[src/rtl/core/chbi_pkg.sv]
// Shared types and constants for the chained bucket hash index.
`timescale 1ns / 1ps
package chbi_pkg;

    localparam int NAME_LOW_W  = 64;
    localparam int NAME_HIGH_W = 56;
    localparam int NAME_W      = NAME_LOW_W + NAME_HIGH_W;
    localparam int NAME_BYTES  = 15;
    localparam int DBLK_W      = 16;
    localparam int STATUS_W    = 3;
    localparam int VISIT_W     = 8;
    localparam int SUM_W       = 12;
    localparam int NB_REG_W    = 9;
    localparam int CAP_REG_W   = 6;
    localparam int CFG_IDX_W   = 1;
    localparam int CFG_DATA_W  = 9;
    localparam int MATCH_W     = 6;
    localparam logic [MATCH_W-1:0] MAX_MATCHES = 6'd63;

    typedef enum logic [STATUS_W-1:0] {
        ST_INSERTED  = 3'd0,
        ST_MATCH     = 3'd1,
        ST_DONE      = 3'd2,
        ST_NOT_FOUND = 3'd3,
        ST_FULL      = 3'd4,
        ST_TRUNC     = 3'd5
    } t_status;

    typedef enum logic [CFG_IDX_W-1:0] {
        REG_NUM_BUCKETS = 1'b0,
        REG_BLOCK_CAP   = 1'b1
    } t_reg_idx;

    localparam logic MODE_INSERT = 1'b0;

endpackage

[src/rtl/core/chbi_hash.sv]
// Name cleanup, byte sum and bit-serial modulo by the bucket count.
`timescale 1ns / 1ps
module chbi_hash #(
    parameter int NAME_CHARS = 15,
    parameter int NBW        = 9,
    parameter int BKW        = 8
) (
    input  logic                        i_clk,
    input  logic                        i_rst_n,
    input  logic                        i_start,
    input  logic [chbi_pkg::NAME_W-1:0] i_name,
    input  logic [NBW-1:0]              i_nb,
    output logic                        o_done,
    output logic [chbi_pkg::NAME_W-1:0] o_name,
    output logic [BKW-1:0]              o_bucket
);
    import chbi_pkg::*;

    logic               r_busy, r_mod, r_done, r_ended;
    logic [3:0]         r_cnt;
    logic [NAME_W-1:0]  r_name;
    logic [SUM_W-1:0]   r_sum;
    logic [NBW-1:0]     r_rem;
    logic [NBW-1:0]     r_nb;

    logic [7:0]   byte_in, byte_cl;
    logic         ends;
    logic [NBW:0] trial;
    logic [NBW-1:0] n_rem;

    assign byte_in = r_name[7:0];
    assign ends    = r_ended || (32'(r_cnt) >= NAME_CHARS) || (byte_in == 8'd0);
    assign byte_cl = ends ? 8'd0 : byte_in;
    assign trial   = {r_rem, r_sum[SUM_W-1]};
    assign n_rem   = (trial >= {1'b0, r_nb}) ? NBW'(trial - {1'b0, r_nb}) : NBW'(trial);

    always_ff @(posedge i_clk) begin
        if (!i_rst_n) begin
            r_busy <= 1'b0;
            r_mod  <= 1'b0;
            r_done <= 1'b0;
        end else begin
            r_done <= 1'b0;
            if (i_start && !r_busy) begin
                r_busy  <= 1'b1;
                r_mod   <= 1'b0;
                r_cnt   <= 4'd0;
                r_ended <= 1'b0;
                r_name  <= i_name;
                r_sum   <= '0;
                r_nb    <= i_nb;
            end else if (r_busy && !r_mod) begin
                // rotate one byte per cycle; after all bytes the name is back in place
                r_name  <= {byte_cl, r_name[NAME_W-1:8]};
                r_sum   <= r_sum + SUM_W'(byte_cl);
                r_ended <= ends;
                if (r_cnt == 4'(NAME_BYTES - 1)) begin
                    r_mod <= 1'b1;
                    r_cnt <= 4'd0;
                    r_rem <= '0;
                end else begin
                    r_cnt <= r_cnt + 4'd1;
                end
            end else if (r_busy) begin
                r_rem <= n_rem;
                r_sum <= {r_sum[SUM_W-2:0], 1'b0};
                if (r_cnt == 4'(SUM_W - 1)) begin
                    r_busy <= 1'b0;
                    r_done <= 1'b1;
                end else begin
                    r_cnt <= r_cnt + 4'd1;
                end
            end
        end
    end

    assign o_done   = r_done;
    assign o_name   = r_name;
    assign o_bucket = BKW'(r_rem);
endmodule

[config.mk]
export PLATFORM = sky130hd
export DESIGN_NAME = chbi_hash
export DESIGN_NICKNAME = d
export VERILOG_FILES = /design/src/rtl/core/chbi_pkg.sv /design/src/rtl/core/chbi_hash.sv
export SDC_FILE = /design/constraint.sdc
export NUM_CORES = 1
export LEC_CHECK = 0
export ABC_CLOCK_PERIOD_IN_PS = 11600
export BUFFER_PORTS_ARGS = -buffer_cell sky130_fd_sc_hd__clkbuf_2
export CAP_MARGIN = 10
export CORE_ASPECT_RATIO = 0.6
export CORE_MARGIN = 3
export CORE_UTILIZATION = 45
export CTS_CLUSTER_SIZE = 30
export DETAILED_ROUTE_END_ITERATION = 16
export GPL_TIMING_DRIVEN = 0
export PLACE_DENSITY = 0.8
export SYNTH_ARGS = -nofsm -noshare
export SYNTH_HDL_FRONTEND = slang
export SYNTH_SLANG_ARGS = --single-unit
[constraint.sdc]
create_clock -name i_clk -period 11.6 [get_ports i_clk]
set_clock_uncertainty 0.2 [all_clocks]
set_input_delay 0.58 -clock i_clk [delete_from_list [all_inputs] [get_ports i_clk]]
set_output_delay 0.58 -clock i_clk [all_outputs]
set_load 0.02 [all_outputs]
==> metrics.log, run 1 <==
[metrics] run status: complete, no violations
[metrics] Vias/cell: 5.22
[metrics] CP Cell Sequence: ha_1, a31oi_1, and2_1, ha_1, inv_1, fa_1, nor2b_1, o31a_1, o21ai_1, o41a_1, o21ai_0
[metrics] Worst-Margin Slew: 1.02 ns
[metrics] max incr delay on CP: 0.62 ns
[metrics] remaining global-route overflow: 0
[metrics] Chip Width: 174 µm
[metrics] layout cell share with drive strength beyond 1: 30.1%
[metrics] Setup TNS: 0 ns
[metrics] worst reg2reg setup slack: 7.88 ns
[metrics] CP top delay family: compound AO/OA/AOI/OAI gates
[metrics] post-detailed-route count of antenna-violating nets: 0
[metrics] worst ir drop on vdd: 0.114 mV
[metrics] number of enable-type register cells in the synthesized netlist: 155
[metrics] drt first-iter violations: 795
[metrics] syn_area_per_cell: 10.0 µm²
[metrics] pwr dens: 155 mW/mm²
[metrics] met3 capacity usage during global routing: 6.02%
[metrics] H-tree level count: 4
[metrics] adder and majority cell fraction of the synthesized area: 3.64%
[metrics] clock tree from TritonCTS: done
[metrics] die area: 0.0186 mm²
[metrics] Total Wirelength: 22,300 µm
[metrics] fraction of the mapped netlist area in compound gates: 6.74%
[metrics] Startpoint Class: register
[metrics] overall via count from detail_route: 6,695
[metrics] Core Rows: 36
[metrics] CP max stage cell: sky130_fd_sc_hd__a31oi_1
[metrics] antenna violations before repair: 0
[metrics] Root Buffer Master: sky130_fd_sc_hd__clkbuf_16
[metrics] Post-Synthesis Net Count: 913
[metrics] TritonCTS Buffers: 17
[metrics] Buf/Inv on CP: 1
[metrics] PortBufs: 260
[metrics] length of the first detailed-routing pass in iterations: 5
[metrics] clock transition at the registers of the reported paths: 0.07 ns
[metrics] Skew-Pair Late Insertion Delay: 0.41 ns
[metrics] synthesized netlist cell count: 760
[metrics] fin. max-slew vios: 0
[metrics] Core Util, Final: 60.3%
[metrics] post-synth design cell area: 0.00763 mm²
[metrics] highest attainable clock frequency: 269 MHz
[metrics] setup-violating endpoint count in the final report: 0
[metrics] CTS hold repair buffers: 0
[metrics] setup repair after global routing missed its margin: no
[metrics] xor and xnor fraction of the mapped netlist area: 1.15%
[metrics] grt met2 use: 36.5%
[metrics] flip-flop and latch count after synthesis: 158
[metrics] cell repeated most along the worst path: sky130_fd_sc_hd__ha_1
[metrics] yosys synthesis warning count: 0
[metrics] die outline height: 107 µm
[metrics] post-synthesis mux area share: 1.18%
[metrics] post-DP HPWL: 17,200 µm
[metrics] clk buf depth: 2
[metrics] cell leakage power: 4.62 nW
[metrics] global placement routability congestion: 0.919
[metrics] number of violations of the max-capacitance limit: 0
[metrics] start point of the worst min-delay path: i_nb[5]
[metrics] asr flop ratio synth: 0%
[metrics] Setup crit start: r_cnt[0]
[metrics] number of remaining DRC errors: 0
[metrics] Starting Density: 46.5%
[metrics] first-pass GRT wire length: 34,600 µm
[metrics] gr usage total: 23.8%
[metrics] floorplan core area: 0.0164 mm²
[metrics] Cell variety after synth: 47
[metrics] min-delay worst type: input pin to register
[metrics] Area growth, synth to finish: 29.6%
[metrics] Post-CTS Setup Bufs: 0
[metrics] Clock Sink Count: 158
[metrics] routed wirelength normalized by instance count: 17.4 µm
[metrics] RR Startpoint: r_cnt[0]
[metrics] vias in the first global route: 6,438
[metrics] Worst Path Arrival: 3.76 ns
[metrics] headroom to the max-slew limit: 32.1%
[metrics] dominant combinational cell family by area after synthesis: simple AND/OR/NAND/NOR gates
[metrics] Resized Gates After CTS: 0
[metrics] number of hold-slack violations in the final timing report: 0
[metrics] most crowded layer after global routing: met2
[metrics] area share of and/or/nand/nor cells after synthesis: 22.1%
[metrics] largest net degree at the start of global routing: 36
[metrics] top flip-flop cell by instance count after synthesis: sky130_fd_sc_hd__edfxtp_1
[metrics] fin nets: 1,195
[metrics] share of synthesized area occupied by flip-flops and latches: 61.8%
[metrics] met1 routing resource usage after global routing: 34.1%
[metrics] period utilisation layout: 32.0%
[metrics] critical path class: register to register
[metrics] count of boundary I/O pins: 261
[metrics] data required time at the worst endpoint: 11.65 ns
[metrics] highest net fanout along the worst path: 9
[metrics] final antenna diode count: 0
[metrics] clock period minus worst slack: 3.72 ns
[metrics] endpoint type of the worst setup path: register
==> layout by cell type, fill, tap and decap left out, drive strengths merged, types with 3 or more instances in the layout <==
cell type	synthesis	layout
nor2	20	20
xnor2	4	4
edfxtp	155	155
a31oi	3	3
a21o	3	3
dfxtp	3	3
a211oi	7	7
and2	10	10
inv	23	29
nand3	9	9
nor3	7	7
nor2b	4	4
a21oi	17	17
clkbuf	24	301
o22ai	3	3
nand2	360	360
o21ai	23	23
o21a	5	5
xor2	6	6
buf	13	16
o31a	3	3
ha	19	19
mux2	8	8
clkinv	0	4
o211ai	3	3
nand4	3	3
nor4	3	3
==> cell families (layout without fill, tap and decap cells) <==
kind of cell / count (synthesis) / count (layout)
compound gates: 79 / 79
xor+xnor: 10 / 10
fa+ha+maj: 21 / 21
buf+inv: 60 / 354
flops: 158 / 158
mux: 8 / 8
simple gates: 424 / 424
==> worst reg2reg max path, delay by kind of cell, from the launching register on <==
family	cells	cell delay [ns]
AOI/OAI and AO/OA	5	1.49
adders and majority gates	3	0.89
and+or+nand+nor	2	0.48
DFF	1	0.44
buffers and inverters	1	0.07
==> cell usage after synthesis (2+ instances only) <==
cell type / n / area, µm²
sky130_fd_sc_hd__buf_4: 8 / 60.1
sky130_fd_sc_hd__o21a_1: 5 / 37.5
sky130_fd_sc_hd__o31a_1: 3 / 26.3
sky130_fd_sc_hd__and3_1: 2 / 12.5
sky130_fd_sc_hd__buf_1: 2 / 7.51
sky130_fd_sc_hd__a21boi_0: 2 / 15.0
sky130_fd_sc_hd__dfxtp_1: 3 / 60.1
sky130_fd_sc_hd__ha_1: 19 / 238
sky130_fd_sc_hd__nand4_1: 3 / 18.8
sky130_fd_sc_hd__fa_1: 2 / 40.0
sky130_fd_sc_hd__and2_1: 10 / 62.6
sky130_fd_sc_hd__inv_1: 23 / 86.3
sky130_fd_sc_hd__nor2_1: 20 / 75.1
sky130_fd_sc_hd__edfxtp_1: 155 / 4650
sky130_fd_sc_hd__a211oi_1: 6 / 45.0
sky130_fd_sc_hd__o211ai_1: 3 / 22.5
sky130_fd_sc_hd__o22ai_1: 3 / 18.8
sky130_fd_sc_hd__mux2_2: 8 / 90.1
sky130_fd_sc_hd__nor4_1: 3 / 18.8
sky130_fd_sc_hd__buf_2: 3 / 15.0
sky130_fd_sc_hd__nor2b_1: 4 / 25.0
sky130_fd_sc_hd__xnor2_1: 4 / 35.0
sky130_fd_sc_hd__nand2_1: 360 / 1350
sky130_fd_sc_hd__nor3_1: 7 / 35.0
sky130_fd_sc_hd__a21o_1: 3 / 22.5
sky130_fd_sc_hd__clkbuf_1: 24 / 90.1
sky130_fd_sc_hd__a31oi_1: 3 / 18.8
sky130_fd_sc_hd__a21oi_1: 17 / 85.1
sky130_fd_sc_hd__or3_1: 2 / 12.5
sky130_fd_sc_hd__a211o_1: 2 / 17.5
sky130_fd_sc_hd__o21ai_0: 21 / 105
sky130_fd_sc_hd__xor2_1: 6 / 52.6
sky130_fd_sc_hd__nand3_1: 9 / 45.0
sky130_fd_sc_hd__nand2b_1: 2 / 12.5
==> flip-flops by register name, indices dropped and copies added, names as in the netlist <==
register and count:
r_mod 1, r_ended 1, r_rem 9, o_name 120, r_nb 9, o_done 1, r_busy 1, r_cnt 4
r_sum 12
==> final timing paths <==
check                                  to  cells past startpoint
worst min register to register     o_done                      2
worst max register to register  r_sum[10]                     11
worst max-delay path            r_sum[10]                     11
worst min-delay path              r_nb[5]                      1
==> cell type report <==
| type | count | area (µm²) |
|---|---|---|
| Sequential cell | 158 | 4710 |
| Clock buffer | 17 | 425 |
| Multi-Input combinational cell | 542 | 2660 |
| Clock inverter | 14 | 175 |
| Fill cell | 1410 | 6520 |
| Buffer | 37 | 173 |
| Inverter | 23 | 86.3 |
| Timing Repair Buffer | 263 | 1360 |
| Tap cell | 228 | 285 |
==> power breakdown <==
part           switching (W)  internal [W]
logic               0.000162     0.0000854
registers          0.0000250      0.000684
clock network       0.000246      0.000325
total               0.000434       0.00109
==> per-layer routing <==
metal  wire length (µm)  up-vias
met1               9730     3121
met5                  0        -
met3               2280       34
met4                363        0
met2               9970      391
li1                   -     3149
==> per-stage QoR <==
| step | setup WS (ns) | instances | total power (W) | instance area, µm² | hold slack [ns] |
|---|---|---|---|---|---|
| floorplan | 4.34 | 760 | 0.000867 | 7630 | 0.278 |
| global placement | 1.53 | 1248 | 0.000961 | 9210 | 0.310 |
| detailed placement | 8.05 | 1251 | 0.000964 | 9280 | 0.314 |
| CTS | 7.97 | 1282 | 0.00153 | 9880 | 0.134 |
| global route | 7.67 | 1282 | 0.00159 | 9880 | 0.132 |
| finish | 7.88 | 1282 | 0.00153 | 9880 | 0.148 |
(Power assumes the default switching activity.)
==> inputs of run 2 (changes only) <==
--- a/config.mk
+++ b/config.mk
@@ -5,7 +5,7 @@
 export SDC_FILE = /design/constraint.sdc
 export NUM_CORES = 1
 export LEC_CHECK = 0
-export ABC_CLOCK_PERIOD_IN_PS = 11600
+export ABC_CLOCK_PERIOD_IN_PS = 3150
 export BUFFER_PORTS_ARGS = -buffer_cell sky130_fd_sc_hd__clkbuf_2
 export CAP_MARGIN = 10
 export CORE_ASPECT_RATIO = 0.6
@@ -14,7 +14,7 @@
 export CTS_CLUSTER_SIZE = 30
 export DETAILED_ROUTE_END_ITERATION = 16
 export GPL_TIMING_DRIVEN = 0
-export PLACE_DENSITY = 0.8
+export PLACE_DENSITY = 0.83
 export SYNTH_ARGS = -nofsm -noshare
 export SYNTH_HDL_FRONTEND = slang
 export SYNTH_SLANG_ARGS = --single-unit
==> constraint.sdc (replaced) <==
create_clock -name i_clk -period 3.15 [get_ports i_clk]
set_clock_uncertainty 0.2 [all_clocks]
set_input_delay 0.1575 -clock i_clk [delete_from_list [all_inputs] [get_ports i_clk]]
set_output_delay 0.1575 -clock i_clk [all_outputs]
set_load 0.02 [all_outputs]
==> run 2 against run 1 <==
Against the previous run:
- clock power grew to 3.6 times the previous value
- global-route usage rose by 4.0 points
- maximum frequency is 20% higher
- non-clock buffer count grew 135
- design area rose by 14%
- register-to-register slack worse by 7.8 ns
- combinational power grew to 4.5 times the previous value
- hold slack got worse by 0.065 ns
- critical path type unchanged
- largest power group unchanged
- highest routed layer is now met5
==> metrics.log, run 2 (same netlist as run 1, synthesis figures left out) <==
[metrics] clock period minus worst slack: 3.09 ns (-0.626 ns)
[metrics] Core Rows: 36 (unchanged)
[metrics] Setup crit start: r_cnt[0]
[metrics] fin nets: 1,330 (+11%)
[metrics] die outline height: 107 µm (unchanged)
[metrics] H-tree level count: 4 (unchanged)
[metrics] Total Wirelength: 26,700 µm (+20%)
[metrics] Area growth, synth to finish: 48.3%
[metrics] data required time at the worst endpoint: 3.11 ns (-8.54 ns)
[metrics] run status: complete, no violations
[metrics] remaining global-route overflow: 0 (unchanged)
[metrics] Largest register FFs: 120 (unchanged)
[metrics] highest net fanout along the worst path: 4 (-5)
[metrics] count of boundary I/O pins: 261 (unchanged)
[metrics] pwr dens: 510 mW/mm² (+230%)
[metrics] global placement routability congestion: 0.972 (+5.7%)
[metrics] highest attainable clock frequency: 324 MHz (+20%)
[metrics] most common library cell in the layout ignoring fill and taps: sky130_fd_sc_hd__nand2_1
[metrics] Skew-Pair Late Insertion Delay: 0.41 ns (about the same)
[metrics] Startpoint Class: register
[metrics] routed wirelength normalized by instance count: 18.9 µm (+8.1%)
[metrics] headroom to the max-slew limit: 30.4% (-1.7 points)
[metrics] fin. max-slew vios: 0 (unchanged)
[metrics] antenna violations before repair: 1 (+1)
[metrics] floorplan core area: 0.0164 mm² (unchanged)
[metrics] drt first-iter violations: 864 (+8.7%)
[metrics] post-detailed-route count of antenna-violating nets: 0 (unchanged)
[metrics] number of remaining DRC errors: 0 (unchanged)
[metrics] TritonCTS Buffers: 17 (unchanged)
[metrics] RR Startpoint: r_cnt[0]
[metrics] largest net degree at the start of global routing: 34 (-5.6%)
[metrics] cell leakage power: 5.20 nW (+13%)
[metrics] clk buf depth: 2 (unchanged)
[metrics] PortBufs: 260 (unchanged)
[metrics] layout cell share with drive strength beyond 1: 28.3% (-1.8 points)
[metrics] endpoint type of the worst setup path: register
[metrics] Chip Width: 174 µm (unchanged)
[metrics] critical path class: register to register
[metrics] post-placement cell area: 0.00933 mm² (+0.50%)
[metrics] Layout Cell Area excl Fill: 0.0113 mm² (+14%)
[metrics] setup-violating endpoint count in the final report: 0 (unchanged)
[metrics] post-DP HPWL: 16,900 µm (-1.5%)
[metrics] Starting Density: 46.5% (unchanged)
[metrics] Root Buffer Master: sky130_fd_sc_hd__clkbuf_16
[metrics] Vias/cell: 5.40 (+3.4%)
[metrics] start point of the worst min-delay path: i_start
[metrics] post-placement setup slack: -0.399 ns (-8.45 ns)
[metrics] number of violations of the max-capacitance limit: 0 (unchanged)
[metrics] first-pass GRT wire length: 40,100 µm (+16%)
[metrics] gr usage total: 27.8% (+4.0 points)
[metrics] period utilisation layout: 98.1% (+66 points)
[metrics] clock tree from TritonCTS: done
[metrics] worst setup slack after layout: 0.0604 ns (-7.82 ns)
[metrics] number of hold-slack violations in the final timing report: 0 (unchanged)
[metrics] die area: 0.0186 mm² (unchanged)
[metrics] min-delay worst type: input pin to register
[metrics] worst ir drop on vdd: 0.523 mV (+360%)
[metrics] overall via count from detail_route: 7,656 (+14%)
[metrics] vias in the first global route: 7,491 (+16%)
[metrics] number of filler instances in the final layout: 1,093 (-22%)
[metrics] Worst Path Arrival: 3.05 ns (-0.71 ns)
[metrics] Worst-Margin Slew: 1.04 ns (+0.0255 ns)
[metrics] Clock Sink Count: 158 (unchanged)
[metrics] most used cells in the layout excluding fill and tap cells: sky130_fd_sc_hd__nand2_1, sky130_fd_sc_hd__clkbuf_2, sky130_fd_sc_hd__edfxtp_1
[metrics] clock transition at the registers of the reported paths: 0.07 ns (about the same)
[metrics] length of the first detailed-routing pass in iterations: 5 (unchanged)
[metrics] final antenna diode count: 0 (unchanged)
-- run 2: routing by layer --
layer | wire length (µm) | global-route usage [%] | part of all wire [%]
met5 | 13 | 0 | 0.049
met4 | 1060 | 11.2 | 3.9
met3 | 2940 | 9.24 | 11
met2 | 12300 | 44.6 | 46
met1 | 10400 | 35.2 | 39
-- run 2: worst paths after layout --
path | depth (start not counted) | slack (ns) | end
setup / recovery | 10 | 0.06 | r_sum[6]
hold / removal | 3 | 0.08 | o_name[119]
setup reg to reg | 10 | 0.06 | r_sum[6]
hold reg to reg | 2 | 0.32 | o_done
-- run 2: area by class of cell --
cell class                 count  area (µm²)  share of cell area [%]
tap                          228         285                    2.52
clock inverter                14         150                    1.33
multi-input combinational    542        2740                    24.2
inverter                      23        86.3                   0.763
clock buffer                  18         429                    3.80
sequential                   158        4710                    41.7
buffer                        36         170                    1.50
timing repair buffer         399        2740                    24.2
-- run 2: through the flow --
stage	TNS, ns	hold slack [ns]	cells	utilization [%]	total power, W
after CTS	0	0.0581	1417	68.6	0.00570
after floorplan	0	0.0564	760	-	0.00318
after detailed placement	-2.09	0.137	1252	56.9	0.00355
after global placement	-114.30	0.135	1248	56.3	0.00352
final	0	0.0824	1418	69.0	0.00577
after global routing	-0.00729	0.108	1418	69.0	0.00596
-- run 2: worst max-delay path, stage by stage, from the launching register on --
cell	delay, ns
sky130_fd_sc_hd__edfxtp_1	0.46
sky130_fd_sc_hd__ha_4	0.22
sky130_fd_sc_hd__a31oi_4	0.20
sky130_fd_sc_hd__buf_4	0.16
sky130_fd_sc_hd__and2_4	0.16
sky130_fd_sc_hd__ha_4	0.21
sky130_fd_sc_hd__nor2b_2	0.16
sky130_fd_sc_hd__o31a_1	0.33
sky130_fd_sc_hd__o21a_1	0.20
sky130_fd_sc_hd__or3_1	0.30
sky130_fd_sc_hd__a32o_1	0.25
-- run 2: repair_timing --
item,CTS,global route
hold buffers,130,0
endpoints found under the hold margin,131,0
gates cloned,0,0
gates resized for setup,3,11
setup endpoints to repair,8,6
pin swaps,1,2
setup buffers,3,2
-- run 2: report_power, final --
group          internal (W)  switching [W]
clock network       0.00112       0.000915
registers           0.00252       0.000103
logic              0.000442       0.000669
total               0.00408        0.00169
==> inputs of run 3 (changes only) <==
--- a/config.mk
+++ b/config.mk
@@ -11,10 +11,12 @@
 export CORE_ASPECT_RATIO = 0.6
 export CORE_MARGIN = 3
 export CORE_UTILIZATION = 45
+export CTS_CLUSTER_DIAMETER = 120
 export CTS_CLUSTER_SIZE = 30
 export DETAILED_ROUTE_END_ITERATION = 16
 export GPL_TIMING_DRIVEN = 0
 export PLACE_DENSITY = 0.83
+export RECOVER_POWER = 25
 export SYNTH_ARGS = -nofsm -noshare
 export SYNTH_HDL_FRONTEND = slang
 export SYNTH_SLANG_ARGS = --single-unit
==> run 3 against run 2 <==
Against the previous run:
- global-route usage unchanged
- via count about the same
- final cell count did not move
- clock power about the same
- design area down 1.1%
- flip-flop and latch count did not move
- first-iteration DRC count is 14% higher
- largest power group unchanged
==> metrics.log, run 3 (same netlist as run 1, synthesis figures left out) <==
[metrics] run status: complete, no violations
[metrics] PortBufs: 260 (unchanged)
[metrics] sw power: 0.00169 W (about the same)
[metrics] number of hold-slack violations in the final timing report: 0 (unchanged)
[metrics] number of remaining DRC errors: 0 (unchanged)
[metrics] period utilisation layout: 98.1% (about the same)
[metrics] min-delay worst type: input pin to register
[metrics] Logic pwr share: 19.0% (-0.3 points)
[metrics] die area: 0.0186 mm² (unchanged)
[metrics] largest net degree at the start of global routing: 34 (unchanged)
[metrics] first-pass GRT wire length: 40,100 µm (unchanged)
[metrics] met1 routing resource usage after global routing: 35.2% (unchanged)
[metrics] instance count after placement with tap cells included: 1,252 (unchanged)
[metrics] overall via count from detail_route: 7,654 (-0.026%)
[metrics] total internal power: 0.00406 W (-0.55%)
[metrics] clk buf depth: 2 (unchanged)
[metrics] sequential cell fraction of total power: 45.6% (+0.2 points)
[metrics] worst setup slack after layout: 0.0613 ns (+0.000849 ns)
[metrics] fin. max-slew vios: 0 (unchanged)
[metrics] Root Buffer Master: sky130_fd_sc_hd__clkbuf_16
[metrics] routed wirelength normalized by instance count: 18.9 µm (+0.29%)
[metrics] pwr dens: 514 mW/mm² (+0.74%)
[metrics] global placement routability congestion: 0.972 (unchanged)
[metrics] highest net fanout along the worst path: 4 (unchanged)
[metrics] fin nets: 1,330 (unchanged)
[metrics] Vias/cell: 5.40 (about the same)
[metrics] count of cells along the worst hold path: 4 (+1)
[metrics] Worst R2R End: r_sum[6]
[metrics] gr usage total: 27.8% (unchanged)
[metrics] length of the first detailed-routing pass in iterations: 7 (+2)
[metrics] worst reg2reg setup slack: 0.06 ns (about the same)
[metrics] cell repeated most along the worst path: sky130_fd_sc_hd__ha_4
[metrics] Core Rows: 36 (unchanged)
[metrics] clock period minus worst slack: 3.09 ns (-0.000849 ns)
[metrics] highest attainable clock frequency: 324 MHz (about the same)
[metrics] post-DP HPWL: 16,900 µm (unchanged)
[metrics] Skew-Pair Late Insertion Delay: 0.41 ns (about the same)
[metrics] setup-violating endpoint count in the final report: 0 (unchanged)
[metrics] Chip Width: 174 µm (unchanged)
[metrics] final antenna diode count: 0 (unchanged)
[metrics] CP max stage cell: sky130_fd_sc_hd__edfxtp_1
[metrics] Pwr Total: 0.00574 W (-0.40%)
[metrics] Worst Hold Path EP: o_done
[metrics] die outline height: 107 µm (unchanged)
[metrics] Layout Cell Area excl Fill: 0.0112 mm² (-1.1%)
[metrics] layout cell share with drive strength beyond 1: 19.7% (-8.6 points)
[metrics] post-placement cell area: 0.00933 mm² (unchanged)
[metrics] clock transition at the registers of the reported paths: 0.07 ns (about the same)
[metrics] net switching fraction of the power: 29.4% (+0.11 points)
[metrics] endpoint type of the worst setup path: register
[metrics] antenna violations before repair: 1 (unchanged)
[metrics] Startpoint Class: register
[metrics] post-placement setup slack: -0.399 ns (unchanged)
[metrics] max incr delay on CP: 0.46 ns (about the same)
[metrics] start point of the worst min-delay path: i_start
[metrics] CP Cell Sequence: ha_4, a31oi_4, buf_4, and2_4, ha_4, nor2b_2, o31a_1, o21a_1, or3_1, a32o_1
[metrics] grt met2 use: 44.6% (unchanged)
[metrics] most common library cell in the layout ignoring fill and taps: sky130_fd_sc_hd__nand2_1
[metrics] Largest register FFs: 120 (unchanged)
[metrics] worst ir drop on vdd: 0.521 mV (-0.54%)
[metrics] floorplan core area: 0.0164 mm² (unchanged)
[metrics] Worst-Margin Slew: 1.05 ns (+0.00717 ns)
[metrics] Starting Density: 46.5% (unchanged)
[metrics] most crowded layer after global routing: met2
[metrics] Clock power frac: 35.4% (about the same)
[metrics] final instance count without filler cells: 1,418 (unchanged)
[metrics] Clock Sink Count: 158 (unchanged)
[metrics] critical path class: register to register
[metrics] Area growth, synth to finish: 46.6%
[metrics] count of boundary I/O pins: 261 (unchanged)
[metrics] number of violations of the max-capacitance limit: 0 (unchanged)
[metrics] Worst Path Arrival: 3.05 ns (about the same)
[metrics] post-detailed-route count of antenna-violating nets: 0 (unchanged)
[metrics] H-tree level count: 4 (unchanged)
[metrics] data required time at the worst endpoint: 3.11 ns (about the same)
[metrics] TritonCTS Buffers: 17 (unchanged)
[metrics] RR Startpoint: r_cnt[0]
[metrics] drt first-iter violations: 982 (+14%)
[metrics] Worst R2R Path Depth: 10 (unchanged)
[metrics] clock tree from TritonCTS: done
[metrics] cell leakage power: 4.89 nW (-5.9%)
[metrics] met3 capacity usage during global routing: 9.24% (unchanged)
[metrics] most used cells in the layout excluding fill and tap cells: sky130_fd_sc_hd__nand2_1, sky130_fd_sc_hd__clkbuf_2, sky130_fd_sc_hd__edfxtp_1
[metrics] remaining global-route overflow: 0 (unchanged)
[metrics] headroom to the max-slew limit: 29.9% (-0.48 points)
[metrics] Setup crit start: r_cnt[0]
[metrics] vias in the first global route: 7,491 (unchanged)
[metrics] Total Wirelength: 26,800 µm (+0.29%)
run 3: final cells by class:
cell class | instances | area (µm²)
multi-input cells | 542 | 2740
clock buffers | 18 | 429
repair buffers | 399 | 2610
inverters | 23 | 86.3
well taps | 228 | 285
plain buffers | 36 | 170
fillers | 1178 | 5220
flip-flops and latches | 158 | 4710
clock inverters | 14 | 150
run 3: per-stage QoR:
step	utilization, %	hold WS [ns]	TNS [ns]
global placement	56.3	0.135	-114.30
finish	68.2	0.0874	0
floorplan	-	0.0564	0
global route	68.2	0.108	-0.00729
CTS	68.6	0.0581	0
detailed placement	56.9	0.137	-2.09
run 3: timing repair:
action | CTS | global route
hold buffers | 130 | 0
endpoints found under the setup margin | 8 | 6
cloned | 0 | 0
pin swaps | 1 | 2
hold endpoints to repair | 131 | 0
buffers inserted | 3 | 2
gates resized for setup | 3 | 11
run 3: worst max-delay path: cells and delay by family, from the launching register on:
kind                     cells  cell delay (ns)
AND/OR/NAND/NOR              3             0.62
AO/OA/AOI/OAI                4             0.98
adder cells (fa/ha/maj)      2             0.43
buffers and inverters        1             0.16
flip-flops                   1             0.46
run 3: worst max path at each step:
stage / slack [ns] / to
final: 0.06 / r_sum[6]
after global routing: -0.007 / r_sum[6]
after CTS: 0.01 / r_sum[10]
after detailed placement: -0.40 / r_sum[10]
after global placement: -0.94 / o_name[5]
after floorplan: 0.0008 / o_name[0]
run 3: power groups by stage:
stage	registers [W]	clock network [W]	logic [W]
2_1_floorplan	0.00277	0	0.000409
5_1_grt	0.00263	0.00213	0.00117
3_3_place_gp	0.00265	0	0.000865
6_report	0.00262	0.00204	0.00109
4_1_cts	0.00261	0.00204	0.00105
3_5_place_dp	0.00265	0	0.000907
run 3: layer usage:
metal / vias to the layer above / routed length [µm]
met5: - / 13
met4: 2 / 1060
met3: 120 / 2960
met2: 582 / 12400
met1: 3531 / 10300
li1: 3419 / -
